$ cat src/hdl/kms_pkg.sv
// Package: shared constants, types and register indexes for the keypad scanner.
`timescale 1ns / 1ps
`default_nettype none
package kms_pkg;

    // Matrix geometry
    localparam int ROWS   = 5;
    localparam int COLS   = 5;
    localparam int PIN_W  = 5;
    localparam int ROW_W  = (ROWS > 1) ? $clog2(ROWS) : 1;
    localparam int COL_W  = (COLS > 1) ? $clog2(COLS) : 1;
    localparam int COL_EXT = 1 << COL_W;

    localparam int CNT_W  = 4;
    localparam int POS_W  = 8;
    localparam int CFG_W  = 4;

    localparam logic [CNT_W-1:0] CNT_MAX          = '1;
    localparam logic [POS_W-1:0] NONE_POS         = 8'd255;
    localparam logic [PIN_W-1:0] PIN_MASK         = '1;
    localparam logic [CFG_W-1:0] SETTLE_RESET     = 4'd2;
    localparam logic [CFG_W-1:0] THRESHOLD_RESET  = 4'd3;

    // Configuration register indexes
    localparam logic CFG_SETTLE_TICKS    = 1'b0;
    localparam logic CFG_PRESS_THRESHOLD = 1'b1;

    // Request kinds
    localparam logic KIND_TICK  = 1'b0;
    localparam logic KIND_CLEAR = 1'b1;

    typedef enum logic [3:0] {
        PH_IDLE     = 4'b0001,
        PH_ROW_SET  = 4'b0010,
        PH_SCAN     = 4'b0100,
        PH_DEBOUNCE = 4'b1000
    } phase_t;

    typedef struct packed {
        logic [CFG_W-1:0] settle_ticks;
        logic [CFG_W-1:0] press_threshold;
    } cfg_t;

    typedef struct packed {
        logic [PIN_W-1:0] row_drive;
        logic             key_ready;
        logic [POS_W-1:0] key_row;
        logic [POS_W-1:0] key_col;
        logic             scanning_halted;
    } result_t;

endpackage
`default_nettype wire

$ cat src/hdl/keypad_matrix_scanner.sv
// Top level: request register, configuration registers, scan core, result register.
`timescale 1ns / 1ps
`default_nettype none
// Keypad matrix scanner. Each request is a scan tick or a clear of the key
// report, and each produces exactly one result with the row pin levels, the
// ready flag, the latched key position (255 when none) and the halt flag.
// One request is taken every cycle while s_ready is high; a request waits in
// the input register, and the scan state machine updates as it moves into the
// result register, which then presents the result.
// While a result waits, one more request is held in the input register; after
// that s_ready stays low until the result is taken. Configuration writes
// (settle_ticks at index 0, press_threshold at index 1) take effect at once
// and belong in idle periods.
module keypad_matrix_scanner (
    input  wire logic                       aclk,
    input  wire logic                       aresetn,

    input  wire logic                       s_valid,
    output logic                            s_ready,
    input  wire logic                       s_kind,
    input  wire logic [kms_pkg::PIN_W-1:0]  s_column_levels,

    output logic                            m_valid,
    input  wire logic                       m_ready,
    output logic [kms_pkg::PIN_W-1:0]       m_row_drive,
    output logic                            m_key_ready,
    output logic [kms_pkg::POS_W-1:0]       m_key_row,
    output logic [kms_pkg::POS_W-1:0]       m_key_col,
    output logic                            m_scanning_halted,

    input  wire logic                       cfg_we,
    input  wire logic                       cfg_index,
    input  wire logic [kms_pkg::CFG_W-1:0]  cfg_data
);
    import kms_pkg::*;

    cfg_t             cfg_reg;
    logic             in_valid_reg;
    logic             in_kind_reg;
    logic [PIN_W-1:0] in_levels_reg;
    logic             out_valid_reg;
    result_t          out_reg;
    result_t          core_result;
    logic             advance;
    logic             s_fire;

    assign advance = in_valid_reg && (!out_valid_reg || m_ready);
    assign s_ready = !in_valid_reg || advance;
    assign s_fire  = s_valid && s_ready;

    always_ff @(posedge aclk) begin
        if (!aresetn) begin
            cfg_reg.settle_ticks    <= SETTLE_RESET;
            cfg_reg.press_threshold <= THRESHOLD_RESET;
        end else if (cfg_we) begin
            unique case (cfg_index)
                CFG_SETTLE_TICKS:    cfg_reg.settle_ticks    <= cfg_data;
                CFG_PRESS_THRESHOLD: cfg_reg.press_threshold <= cfg_data;
                default: ;
            endcase
        end
    end

    always_ff @(posedge aclk) begin
        if (!aresetn) begin
            in_valid_reg <= 1'b0;
        end else if (s_fire) begin
            in_valid_reg <= 1'b1;
        end else if (advance) begin
            in_valid_reg <= 1'b0;
        end
    end

    always_ff @(posedge aclk) begin
        if (s_fire) begin
            in_kind_reg   <= s_kind;
            in_levels_reg <= s_column_levels;
        end
    end

    kms_core u_core (
        .aclk    (aclk),
        .aresetn (aresetn),
        .step    (advance),
        .kind    (in_kind_reg),
        .levels  (in_levels_reg),
        .cfg     (cfg_reg),
        .result  (core_result)
    );

    always_ff @(posedge aclk) begin
        if (!aresetn) begin
            out_valid_reg <= 1'b0;
        end else if (advance) begin
            out_valid_reg <= 1'b1;
        end else if (m_ready) begin
            out_valid_reg <= 1'b0;
        end
    end

    always_ff @(posedge aclk) begin
        if (advance) begin
            out_reg <= core_result;
        end
    end

    assign m_valid           = out_valid_reg;
    assign m_row_drive       = out_reg.row_drive;
    assign m_key_ready       = out_reg.key_ready;
    assign m_key_row         = out_reg.key_row;
    assign m_key_col         = out_reg.key_col;
    assign m_scanning_halted = out_reg.scanning_halted;

`ifndef SYNTHESIS
    a_halt_implies_ready: assert property (@(posedge aclk) disable iff (!aresetn)
        m_valid && m_scanning_halted |-> m_key_ready)
        else $error("halt reported without key ready");

    a_ready_has_position: assert property (@(posedge aclk) disable iff (!aresetn)
        m_valid && m_key_ready |-> m_key_row != NONE_POS && m_key_col != NONE_POS)
        else $error("key ready without a latched position");

    a_stall_means_full: assert property (@(posedge aclk) disable iff (!aresetn)
        !s_ready |-> in_valid_reg && out_valid_reg && !m_ready)
        else $error("input stalled with room downstream");

    a_advance_fills_output: assert property (@(posedge aclk) disable iff (!aresetn)
        advance |=> m_valid)
        else $error("request advanced but no result");
`endif

endmodule
`default_nettype wire

$ cat src/hdl/kms_col_pick.sv
// Column decode: pressed mask from active-low levels and lowest pressed column.
`timescale 1ns / 1ps
`default_nettype none
module kms_col_pick (
    input  wire logic [kms_pkg::PIN_W-1:0]   levels,
    output logic                             found,
    output logic [kms_pkg::COL_W-1:0]        col_idx,
    output logic [kms_pkg::COL_EXT-1:0]      pressed
);
    import kms_pkg::*;

    always_comb begin
        pressed = '0;
        for (int c = 0; c < COLS; c++) begin
            if (c < PIN_W) begin
                pressed[c] = !levels[c];
            end
        end
    end

    // Walk down so the lowest pressed column wins
    always_comb begin
        found   = 1'b0;
        col_idx = '0;
        for (int c = COLS - 1; c >= 0; c--) begin
            if (pressed[c]) begin
                found   = 1'b1;
                col_idx = COL_W'(c);
            end
        end
    end

endmodule
`default_nettype wire

$ cat src/hdl/kms_core.sv
// Scan state machine: row drive, settle and debounce counters, key latch.
`timescale 1ns / 1ps
`default_nettype none
module kms_core (
    input  wire logic                       aclk,
    input  wire logic                       aresetn,
    input  wire logic                       step,
    input  wire logic                       kind,
    input  wire logic [kms_pkg::PIN_W-1:0]  levels,
    input  wire kms_pkg::cfg_t              cfg,
    output kms_pkg::result_t                result
);
    import kms_pkg::*;

    phase_t             phase_reg,    phase_next;
    logic [ROW_W-1:0]   scan_row_reg, scan_row_next;
    logic [PIN_W-1:0]   row_pins_reg, row_pins_next;
    logic [CNT_W-1:0]   settle_reg,   settle_next;
    logic [CNT_W-1:0]   deb_reg,      deb_next;
    logic               reported_reg, reported_next;
    logic               ready_reg,    ready_next;
    logic               latched_reg,  latched_next;
    logic [ROW_W-1:0]   lat_row_reg,  lat_row_next;
    logic [COL_W-1:0]   lat_col_reg,  lat_col_next;
    logic               halted_reg,   halted_next;

    logic               found;
    logic [COL_W-1:0]   col_idx;
    logic [COL_EXT-1:0] pressed;
    logic [CNT_W-1:0]   settle_inc;
    logic [CNT_W-1:0]   deb_inc;
    logic               held;
    logic [PIN_W-1:0]   drive_pins;

    kms_col_pick u_pick (
        .levels  (levels),
        .found   (found),
        .col_idx (col_idx),
        .pressed (pressed)
    );

    assign settle_inc = (settle_reg == CNT_MAX) ? settle_reg : settle_reg + 1'b1;
    assign deb_inc    = (deb_reg == CNT_MAX) ? deb_reg : deb_reg + 1'b1;
    // An empty latch never reads as pressed
    assign held       = latched_reg && pressed[lat_col_reg];

    always_comb begin
        for (int i = 0; i < PIN_W; i++) begin
            drive_pins[i] = !(int'(scan_row_reg) == i);
        end
    end

    always_comb begin
        phase_next    = phase_reg;
        scan_row_next = scan_row_reg;
        row_pins_next = row_pins_reg;
        settle_next   = settle_reg;
        deb_next      = deb_reg;
        reported_next = reported_reg;
        ready_next    = ready_reg;
        latched_next  = latched_reg;
        lat_row_next  = lat_row_reg;
        lat_col_next  = lat_col_reg;
        halted_next   = halted_reg;

        if (kind == KIND_CLEAR) begin
            ready_next   = 1'b0;
            latched_next = 1'b0;
            halted_next  = 1'b0;
        end else if (!halted_reg) begin
            unique case (phase_reg)
                PH_IDLE: begin
                    row_pins_next = drive_pins;
                    settle_next   = '0;
                    phase_next    = PH_ROW_SET;
                end
                PH_ROW_SET: begin
                    settle_next = settle_inc;
                    if (settle_inc >= cfg.settle_ticks) begin
                        phase_next = PH_SCAN;
                    end
                end
                PH_SCAN: begin
                    if (found) begin
                        latched_next = 1'b1;
                        lat_row_next = scan_row_reg;
                        lat_col_next = col_idx;
                        deb_next     = '0;
                        phase_next   = PH_DEBOUNCE;
                    end else begin
                        scan_row_next = (int'(scan_row_reg) == ROWS - 1) ?
                                        '0 : scan_row_reg + 1'b1;
                        phase_next    = PH_IDLE;
                    end
                end
                PH_DEBOUNCE: begin
                    if (held) begin
                        if (!reported_reg) begin
                            deb_next = deb_inc;
                            if (deb_inc >= cfg.press_threshold) begin
                                ready_next    = 1'b1;
                                reported_next = 1'b1;
                                halted_next   = 1'b1;
                                phase_next    = PH_IDLE;
                            end
                        end
                    end else begin
                        latched_next  = 1'b0;
                        deb_next      = '0;
                        reported_next = 1'b0;
                        phase_next    = PH_IDLE;
                    end
                end
                default: begin
                    phase_next = PH_IDLE;
                end
            endcase
        end
    end

    always_ff @(posedge aclk) begin
        if (!aresetn) begin
            phase_reg    <= PH_IDLE;
            scan_row_reg <= '0;
            row_pins_reg <= PIN_MASK;
            settle_reg   <= '0;
            deb_reg      <= '0;
            reported_reg <= 1'b0;
            ready_reg    <= 1'b0;
            latched_reg  <= 1'b0;
            lat_row_reg  <= '0;
            lat_col_reg  <= '0;
            halted_reg   <= 1'b0;
        end else if (step) begin
            phase_reg    <= phase_next;
            scan_row_reg <= scan_row_next;
            row_pins_reg <= row_pins_next;
            settle_reg   <= settle_next;
            deb_reg      <= deb_next;
            reported_reg <= reported_next;
            ready_reg    <= ready_next;
            latched_reg  <= latched_next;
            lat_row_reg  <= lat_row_next;
            lat_col_reg  <= lat_col_next;
            halted_reg   <= halted_next;
        end
    end

    // Result reflects the state after this request
    always_comb begin
        result.row_drive       = row_pins_next;
        result.key_ready       = ready_next;
        result.key_row         = latched_next ? POS_W'(lat_row_next) : NONE_POS;
        result.key_col         = latched_next ? POS_W'(lat_col_next) : NONE_POS;
        result.scanning_halted = halted_next;
    end

`ifndef SYNTHESIS
    // A halt always comes with a pending report
    a_halt_has_ready: assert property (@(posedge aclk) disable iff (!aresetn)
        halted_reg |-> ready_reg && latched_reg)
        else $error("halted without a latched ready key");

    // Ticks during a halt leave the scan untouched
    a_halt_freezes: assert property (@(posedge aclk) disable iff (!aresetn)
        step && kind == KIND_TICK && halted_reg |=>
            $stable(phase_reg) && $stable(scan_row_reg) && $stable(row_pins_reg))
        else $error("scan moved while halted");

    a_row_in_range: assert property (@(posedge aclk) disable iff (!aresetn)
        scan_row_reg < ROW_W'(ROWS))
        else $error("scan row out of range");
`endif

endmodule
`default_nettype wire
$ cat config.mk
export PLATFORM = sky130hd
export DESIGN_NAME = keypad_matrix_scanner
export DESIGN_NICKNAME = d
export VERILOG_FILES = /design/src/hdl/kms_pkg.sv /design/src/hdl/keypad_matrix_scanner.sv /design/src/hdl/kms_col_pick.sv /design/src/hdl/kms_core.sv
export SDC_FILE = /design/constraint.sdc
export NUM_CORES = 1
export LEC_CHECK = 0
export ABC_CLOCK_PERIOD_IN_PS = 2100
export BUFFER_PORTS_ARGS = -buffer_cell sky130_fd_sc_hd__buf_2
export CORE_AREA = 2 2 58 115
export CTS_CLUSTER_SIZE = 25
export DETAILED_ROUTE_END_ITERATION = 10
export DIE_AREA = 0 0 60 117
export PLACE_DENSITY = 0.81
export SYNTH_ARGS = -nofsm -noshare
export SYNTH_HDL_FRONTEND = slang
export SYNTH_SLANG_ARGS = --single-unit
$ cat constraint.sdc
create_clock -name aclk -period 2.1 [get_ports aclk]
set_input_delay 0.42 -clock aclk [delete_from_list [all_inputs] [get_ports aclk]]
set_output_delay 0.42 -clock aclk [all_outputs]
set_load 0.05 [all_outputs]
==> results of run 1 <==
-- power groups by stage --
stage / clock [W] / sequential [W] / combinational [W]
3_3_place_gp: 0 / 0.00128 / 0.000173
6_report: 0.00160 / 0.00126 / 0.000193
2_1_floorplan: 0 / 0.00130 / 0.000100
3_5_place_dp: 0 / 0.00128 / 0.000178
4_1_cts: 0.00162 / 0.00126 / 0.000183
5_1_grt: 0.00167 / 0.00127 / 0.000215
-- stage by stage --
stage,power (W),utilization,std cells,setup slack (ns)
detailed placement,0.00146,0.558,460,-0.139
global route,0.00315,0.638,478,-0.165
floorplan,0.00140,-,332,-0.00341
CTS,0.00307,0.615,477,-0.0313
finish,0.00305,0.638,478,-0.000572
global placement,0.00146,0.558,460,-0.0508
-- how the worst min path moves through the flow --
stage	start	to	slack, ns	cells past startpoint
floorplan	cfg_reg[2]$_SDFFE_PN0P_	cfg_reg[2]$_SDFFE_PN0P_	0.44	2
global placement	cfg_reg[2]$_SDFFE_PN0P_	cfg_reg[2]$_SDFFE_PN0P_	0.45	2
detailed placement	cfg_reg[2]$_SDFFE_PN0P_	cfg_reg[2]$_SDFFE_PN0P_	0.45	2
CTS	s_column_levels[2]	in_levels_reg[2]$_DFFE_PP_	0.25	1
global route	s_column_levels[0]	in_levels_reg[0]$_DFFE_PP_	0.25	1
finish	s_column_levels[2]	in_levels_reg[2]$_DFFE_PP_	0.25	1
-- worst register-to-register path, stage by stage, from the launching register on --
cell and delay (ns):
dfxtp_2 0.35, ha_4 0.17, nand3_4 0.09, xnor2_1 0.18, ha_1 0.26, nand2b_1 0.17
a21oi_2 0.16, o21ai_2 0.10, nand3b_1 0.19, o21ba_1 0.17, nor2_1 0.04
-- layer usage --
metal | GRT usage | vias up | part of all wire
met5 | 0 | - | 0
met4 | 0.119 | 0 | 0.032
met3 | 0.0714 | 17 | 0.036
met2 | 0.324 | 54 | 0.52
met1 | 0.234 | 1187 | 0.42
li1 | - | 1272 | -
-- final cells by class --
type	count	share of cell area
inverters	20	0.0190
flip-flops and latches	60	0.356
clock inverters	4	0.0180
multi-input cells	231	0.414
clock buffers	12	0.0648
repair buffers	65	0.101
well taps	86	0.0272
-- cells by family (layout without fill, tap and decap cells) --
family	count (synthesis)	count (layout)	share of synthesized area
buf+inv	41	101	0.0620
simple gates	128	128	0.205
mux	14	14	0.0462
fa+ha+maj	15	15	0.0608
compound gates	72	72	0.167
xor+xnor	2	2	0.00567
flops	60	60	0.454
-- what timing repair did --
item,in CTS,in global routing
pin swaps,2,13
gates resized for setup,6,30
endpoints found under the setup margin,8,14
buffers inserted,1,1
hold buffers,0,0
-- layout by cell type (no fill, tap or decap), drive strengths merged, types with 12 or more instances in the layout --
master	count
o21ai	20
nand3	15
a21oi	18
inv	20
buf	65
ha	15
clkbuf	12
mux2i	12
nor2	37
edfxtp	20
nand2	37
dfxtp	40
==> results.cfg, run 1 <==
[status]
status = finished with violations
violations = negative setup slack

[routing]
drc_errors = 0
wl_um = 6610
wire_per_inst_um = 13.8
firstDrtPassIters = 5
via_per_inst = 5.29
drtAntennaViolNets = 0
vias = 2530
drt_iter0_drc = 125

[logic_synthesis]
synth_nets = 363
synth.avg_cell_area_um2 = 9.30
synth-seq-area-share = 0.454
ys_warn_count = 0
ys_async_sr_fraction = 0
ys.flop_type = dfxtp_1
synth_cell_types = 55
yosysTopAreaCellShare = 0.259
yosysMostFrequentCell = dfxtp_1
synthTopCellsByCount = dfxtp_1, nand2_1, nor2_1
synth_edf_count = 20
syn-cell-area_um2 = 3090
syn-instance-count = 332
ys_seq_elements = 60
yosysTopAreaCell = dfxtp_1
synthTopCellsByArea = dfxtp_1, edfxtp_1, ha_1

[worst_setup_path]
crit_cells = 10
cpPeakStageDelay_ns = 0.35
reg2reg_from = u_core.deb_reg[1]$_SDFFE_PN0P_
cp-start-kind = register
r2r-end = m_key_ready$_DFFE_PP_
rrSetupSlack_ns = -0.0006
required_ns = 2.20
r2r_cells = 10
crit_path_end_kind = register
path_cells = ha_4 > nand3_4 > xnor2_1 > ha_1 > nand2b_1 > a21oi_2 > o21ai_2 > nand3b_1 > o21ba_1 > nor2_1
crit_path_max_fanout = 4
cp_top_family = simple AND/OR/NAND/NOR gates
cp-endpoint = m_key_ready$_DFFE_PP_
cp.arrival_ns = 2.20
worst-setup-path-type = register to register
slowest_stage = dfxtp_2
crit_path_start = u_core.deb_reg[1]$_SDFFE_PN0P_
cp_num_buf_inv = 0

[clock_tree]
numCtsBuffers = 9
clockRootBuffer = clkbuf_16
insertion_delay_ns = 0.34
clkSinkCount = 60
clkSlewWorstSetupHoldPaths_ns = 0.05
cts_tree = yes
htreeDepth = 3
ctsLongestPathBuffers = 2

[sta]
slew_headroom = 0.577
finalCriticalPeriod_ns = 2.10
setup_viol = 2
skew_ns = 0.00561
max_freq_ghz = 0.476
rsz0062_at_grt = yes
maxSlewViolCount = 0
tightest_slew_ns = 0.634
fin_crit_sh = 1.00
fin_ws_ns = -0.000572
hold_viol_final = 0
timing.hold.ws_ns = 0.254
fin_tns_setup_ns = -0.000727

[die]
fp.dieW_um = 60
start_util = 0.498
core_area_um2 = 6210
dieHeight_um = 117
die_area_um2 = 7020
io_pins = 41
row_count = 41

[pwr]
power_density_nw_per_um2 = 772
vdd_drop_max_mv = 0.579
cellLeakagePower_nw = 1.51
internal-power_w = 0.00240
p_switching_w = 0.000651
switching_share = 0.213
p_clk_frac = 0.524
pwr-share-comb = 0.063
pwr-share-seq = 0.413

[layout]
fillers = 499
drive_gt1_frac = 0.304
multi_input_area_um2 = 1640
final_net_count = 418
design_area_um2 = 3960
area_delta_synth_final_pct = 28.1
largest_reg_flops = 8
diodes = 0
regArea_um2 = 1410

[placement]
dpl_cell_area_um2 = 3470
place_congestion = 0.849
io_buffers = 40
place_hpwl_um = 4460

[grt]
grt_first_pass_wirelength_um = 10800
grt_pass1_vias = 2453
grt_max_degree = 20
antenna_found_initial = 0
grt_overflow_total = 0
grt.total_usage = 0.205

[hold_path]
worstHoldPathType = input port to register

[job]
drv_cap = 0
No activity file was read; power rests on OpenSTA's default activity.
==> run 2, diff against run 1 <==
--- a/config.mk
+++ b/config.mk
@@ -7,11 +7,11 @@
 export LEC_CHECK = 0
 export ABC_CLOCK_PERIOD_IN_PS = 2100
 export BUFFER_PORTS_ARGS = -buffer_cell sky130_fd_sc_hd__buf_2
-export CORE_AREA = 2 2 58 115
+export CORE_AREA = 3 3 59 116
 export CTS_CLUSTER_SIZE = 25
 export DETAILED_ROUTE_END_ITERATION = 10
-export DIE_AREA = 0 0 60 117
-export PLACE_DENSITY = 0.81
+export DIE_AREA = 0 0 62 119
+export PLACE_DENSITY_LB_ADDON = 0.3
 export SYNTH_ARGS = -nofsm -noshare
 export SYNTH_HDL_FRONTEND = slang
 export SYNTH_SLANG_ARGS = --single-unit
==> run 2 against run 1 <==
The run still ends with negative setup slack left. Final cell count increased by 0.42%. Setup slack got worse by 0.0089 ns. Non-clock buffer count increased by 4. Core utilization increased by 2.3 points. Fmax decreased by 0.42%. Critical endpoint is now u_core.reported_reg$_SDFFE_PN0P_. Largest cell class unchanged. Highest routed layer unchanged.
==> results.cfg, run 2 (synthesized netlist as in run 1, its figures left out) <==
[status]
status = finished with violations
violations = negative setup slack

[sta]
fin_tns_setup_ns = -0.00943
finalCriticalPeriod_ns = 2.11
fin_ws_ns = -0.00943
rsz0062_at_grt = yes
max_freq_ghz = 0.474
timing.hold.ws_ns = 0.268
slew_headroom = 0.660
maxSlewViolCount = 0
setup_viol = 1
hold_viol_final = 0
tightest_slew_ns = 0.510
fin_crit_sh = 1.00
skew_ns = 0.00640

[placement]
io_buffers = 40
place_hpwl_um = 5160
dpl_cell_area_um2 = 3470
place_congestion = 0.898

[layout]
largest_reg_flops = 8
area_delta_synth_final_pct = 29.5
diodes = 0
fillers = 479
final_cell_mix = buf_2, nand2_1, nor2_1
utilization = 0.661
design_area_um2 = 4000
drive_gt1_frac = 0.321
final_common_cell = buf_2
final_net_count = 422

[die]
start_util = 0.510
core_area_um2 = 6060
fp.dieW_um = 62
dieHeight_um = 119
die_area_um2 = 7380
io_pins = 41
row_count = 40

[hold_path]
worstHoldPathType = input port to register

[worst_setup_path]
path_cells = ha_4 > nand3_4 > mux2_4 > ha_4 > a21oi_4 > o21ai_4 > buf_6 > a31oi_1 > a311oi_1
cp_num_buf_inv = 1
worst-setup-path-type = register to register
crit_path_frequent_cell = ha_4
slowest_stage = dfxtp_2
cp.arrival_ns = 2.33
cp_top_family = compound AO/OA/AOI/OAI gates
cpPeakStageDelay_ns = 0.35
required_ns = 2.32
cp-start-kind = register
crit_path_max_fanout = 5
crit_path_end_kind = register

[clock_tree]
clkSlewWorstSetupHoldPaths_ns = 0.05
cts_tree = yes
insertion_delay_ns = 0.33
ctsLongestPathBuffers = 2
clockRootBuffer = clkbuf_16
htreeDepth = 3
clkSinkCount = 60
numCtsBuffers = 9

[routing]
drt_iter0_drc = 90
vias = 2632
via_per_inst = 5.48
drtAntennaViolNets = 0
firstDrtPassIters = 4
wl_um = 7250
wire_per_inst_um = 15.1
drc_errors = 0

[pwr]
cellLeakagePower_nw = 1.55
power_density_nw_per_um2 = 711
power_w = 0.00284
vdd_drop_max_mv = 0.516

[grt]
grt_max_degree = 19
grt_pass1_vias = 2563
grt_overflow_total = 0
antenna_found_initial = 0
grt_first_pass_wirelength_um = 11500
grt.total_usage = 0.209

[job]
drv_cap = 0
run 2: worst paths after layout:
| kind | start | endpoint | slack, ns | cells past startpoint |
|---|---|---|---|---|
| min reg2reg | cfg_reg[2]$_SDFFE_PN0P_ | cfg_reg[2]$_SDFFE_PN0P_ | 0.46 | 2 |
| max reg2reg | u_core.deb_reg[1]$_SDFFE_PN0P_ | u_core.reported_reg$_SDFFE_PN0P_ | -0.009 | 9 |
| max | u_core.deb_reg[1]$_SDFFE_PN0P_ | u_core.reported_reg$_SDFFE_PN0P_ | -0.009 | 9 |
| min | s_column_levels[3] | in_levels_reg[3]$_DFFE_PP_ | 0.27 | 1 |
run 2: cell type report:
type	count	area (um2)	share of cell area
multi-input combinational	231	1710	0.426
tap	84	105	0.0263
timing repair buffer	69	422	0.105
clock buffer	14	274	0.0685
sequential	60	1410	0.352
inverter	20	75.1	0.0188
clock inverter	2	10.0	0.00250
run 2: worst reg2reg max path, stage by stage, from the launching register on:
cell	delay, ns
dfxtp_2	0.35
ha_4	0.18
nand3_4	0.11
mux2_4	0.34
ha_4	0.28
a21oi_4	0.06
o21ai_4	0.16
buf_6	0.12
a31oi_1	0.09
a311oi_1	0.32
run 2: routing by layer:
layer / GRT usage / up-vias / part of all wire
met4: 0.125 / 0 / 0.038
li1: - / 1277 / -
met1: 0.210 / 1256 / 0.35
met2: 0.359 / 79 / 0.57
met3: 0.0553 / 20 / 0.044
met5: 0 / - / 0
run 2: stage by stage:
stage	std cells	setup slack (ns)
3_3_place_gp	461	-0.0708
4_1_cts	478	0.00558
3_5_place_dp	461	-0.136
2_1_floorplan	332	-0.00341
5_1_grt	480	-0.0857
6_report	480	-0.00943
run 2: timing repair:
action	CTS	global route
hold buffers	0	0
pin swaps	6	18
setup endpoints to repair	8	12
buffers inserted	1	2
resized for setup	16	29
run 2: where the power goes:
group	switching, W	internal (W)
Sequential	0.0000212	0.00124
Combinational	0.000132	0.0000775
Clock	0.000486	0.000889
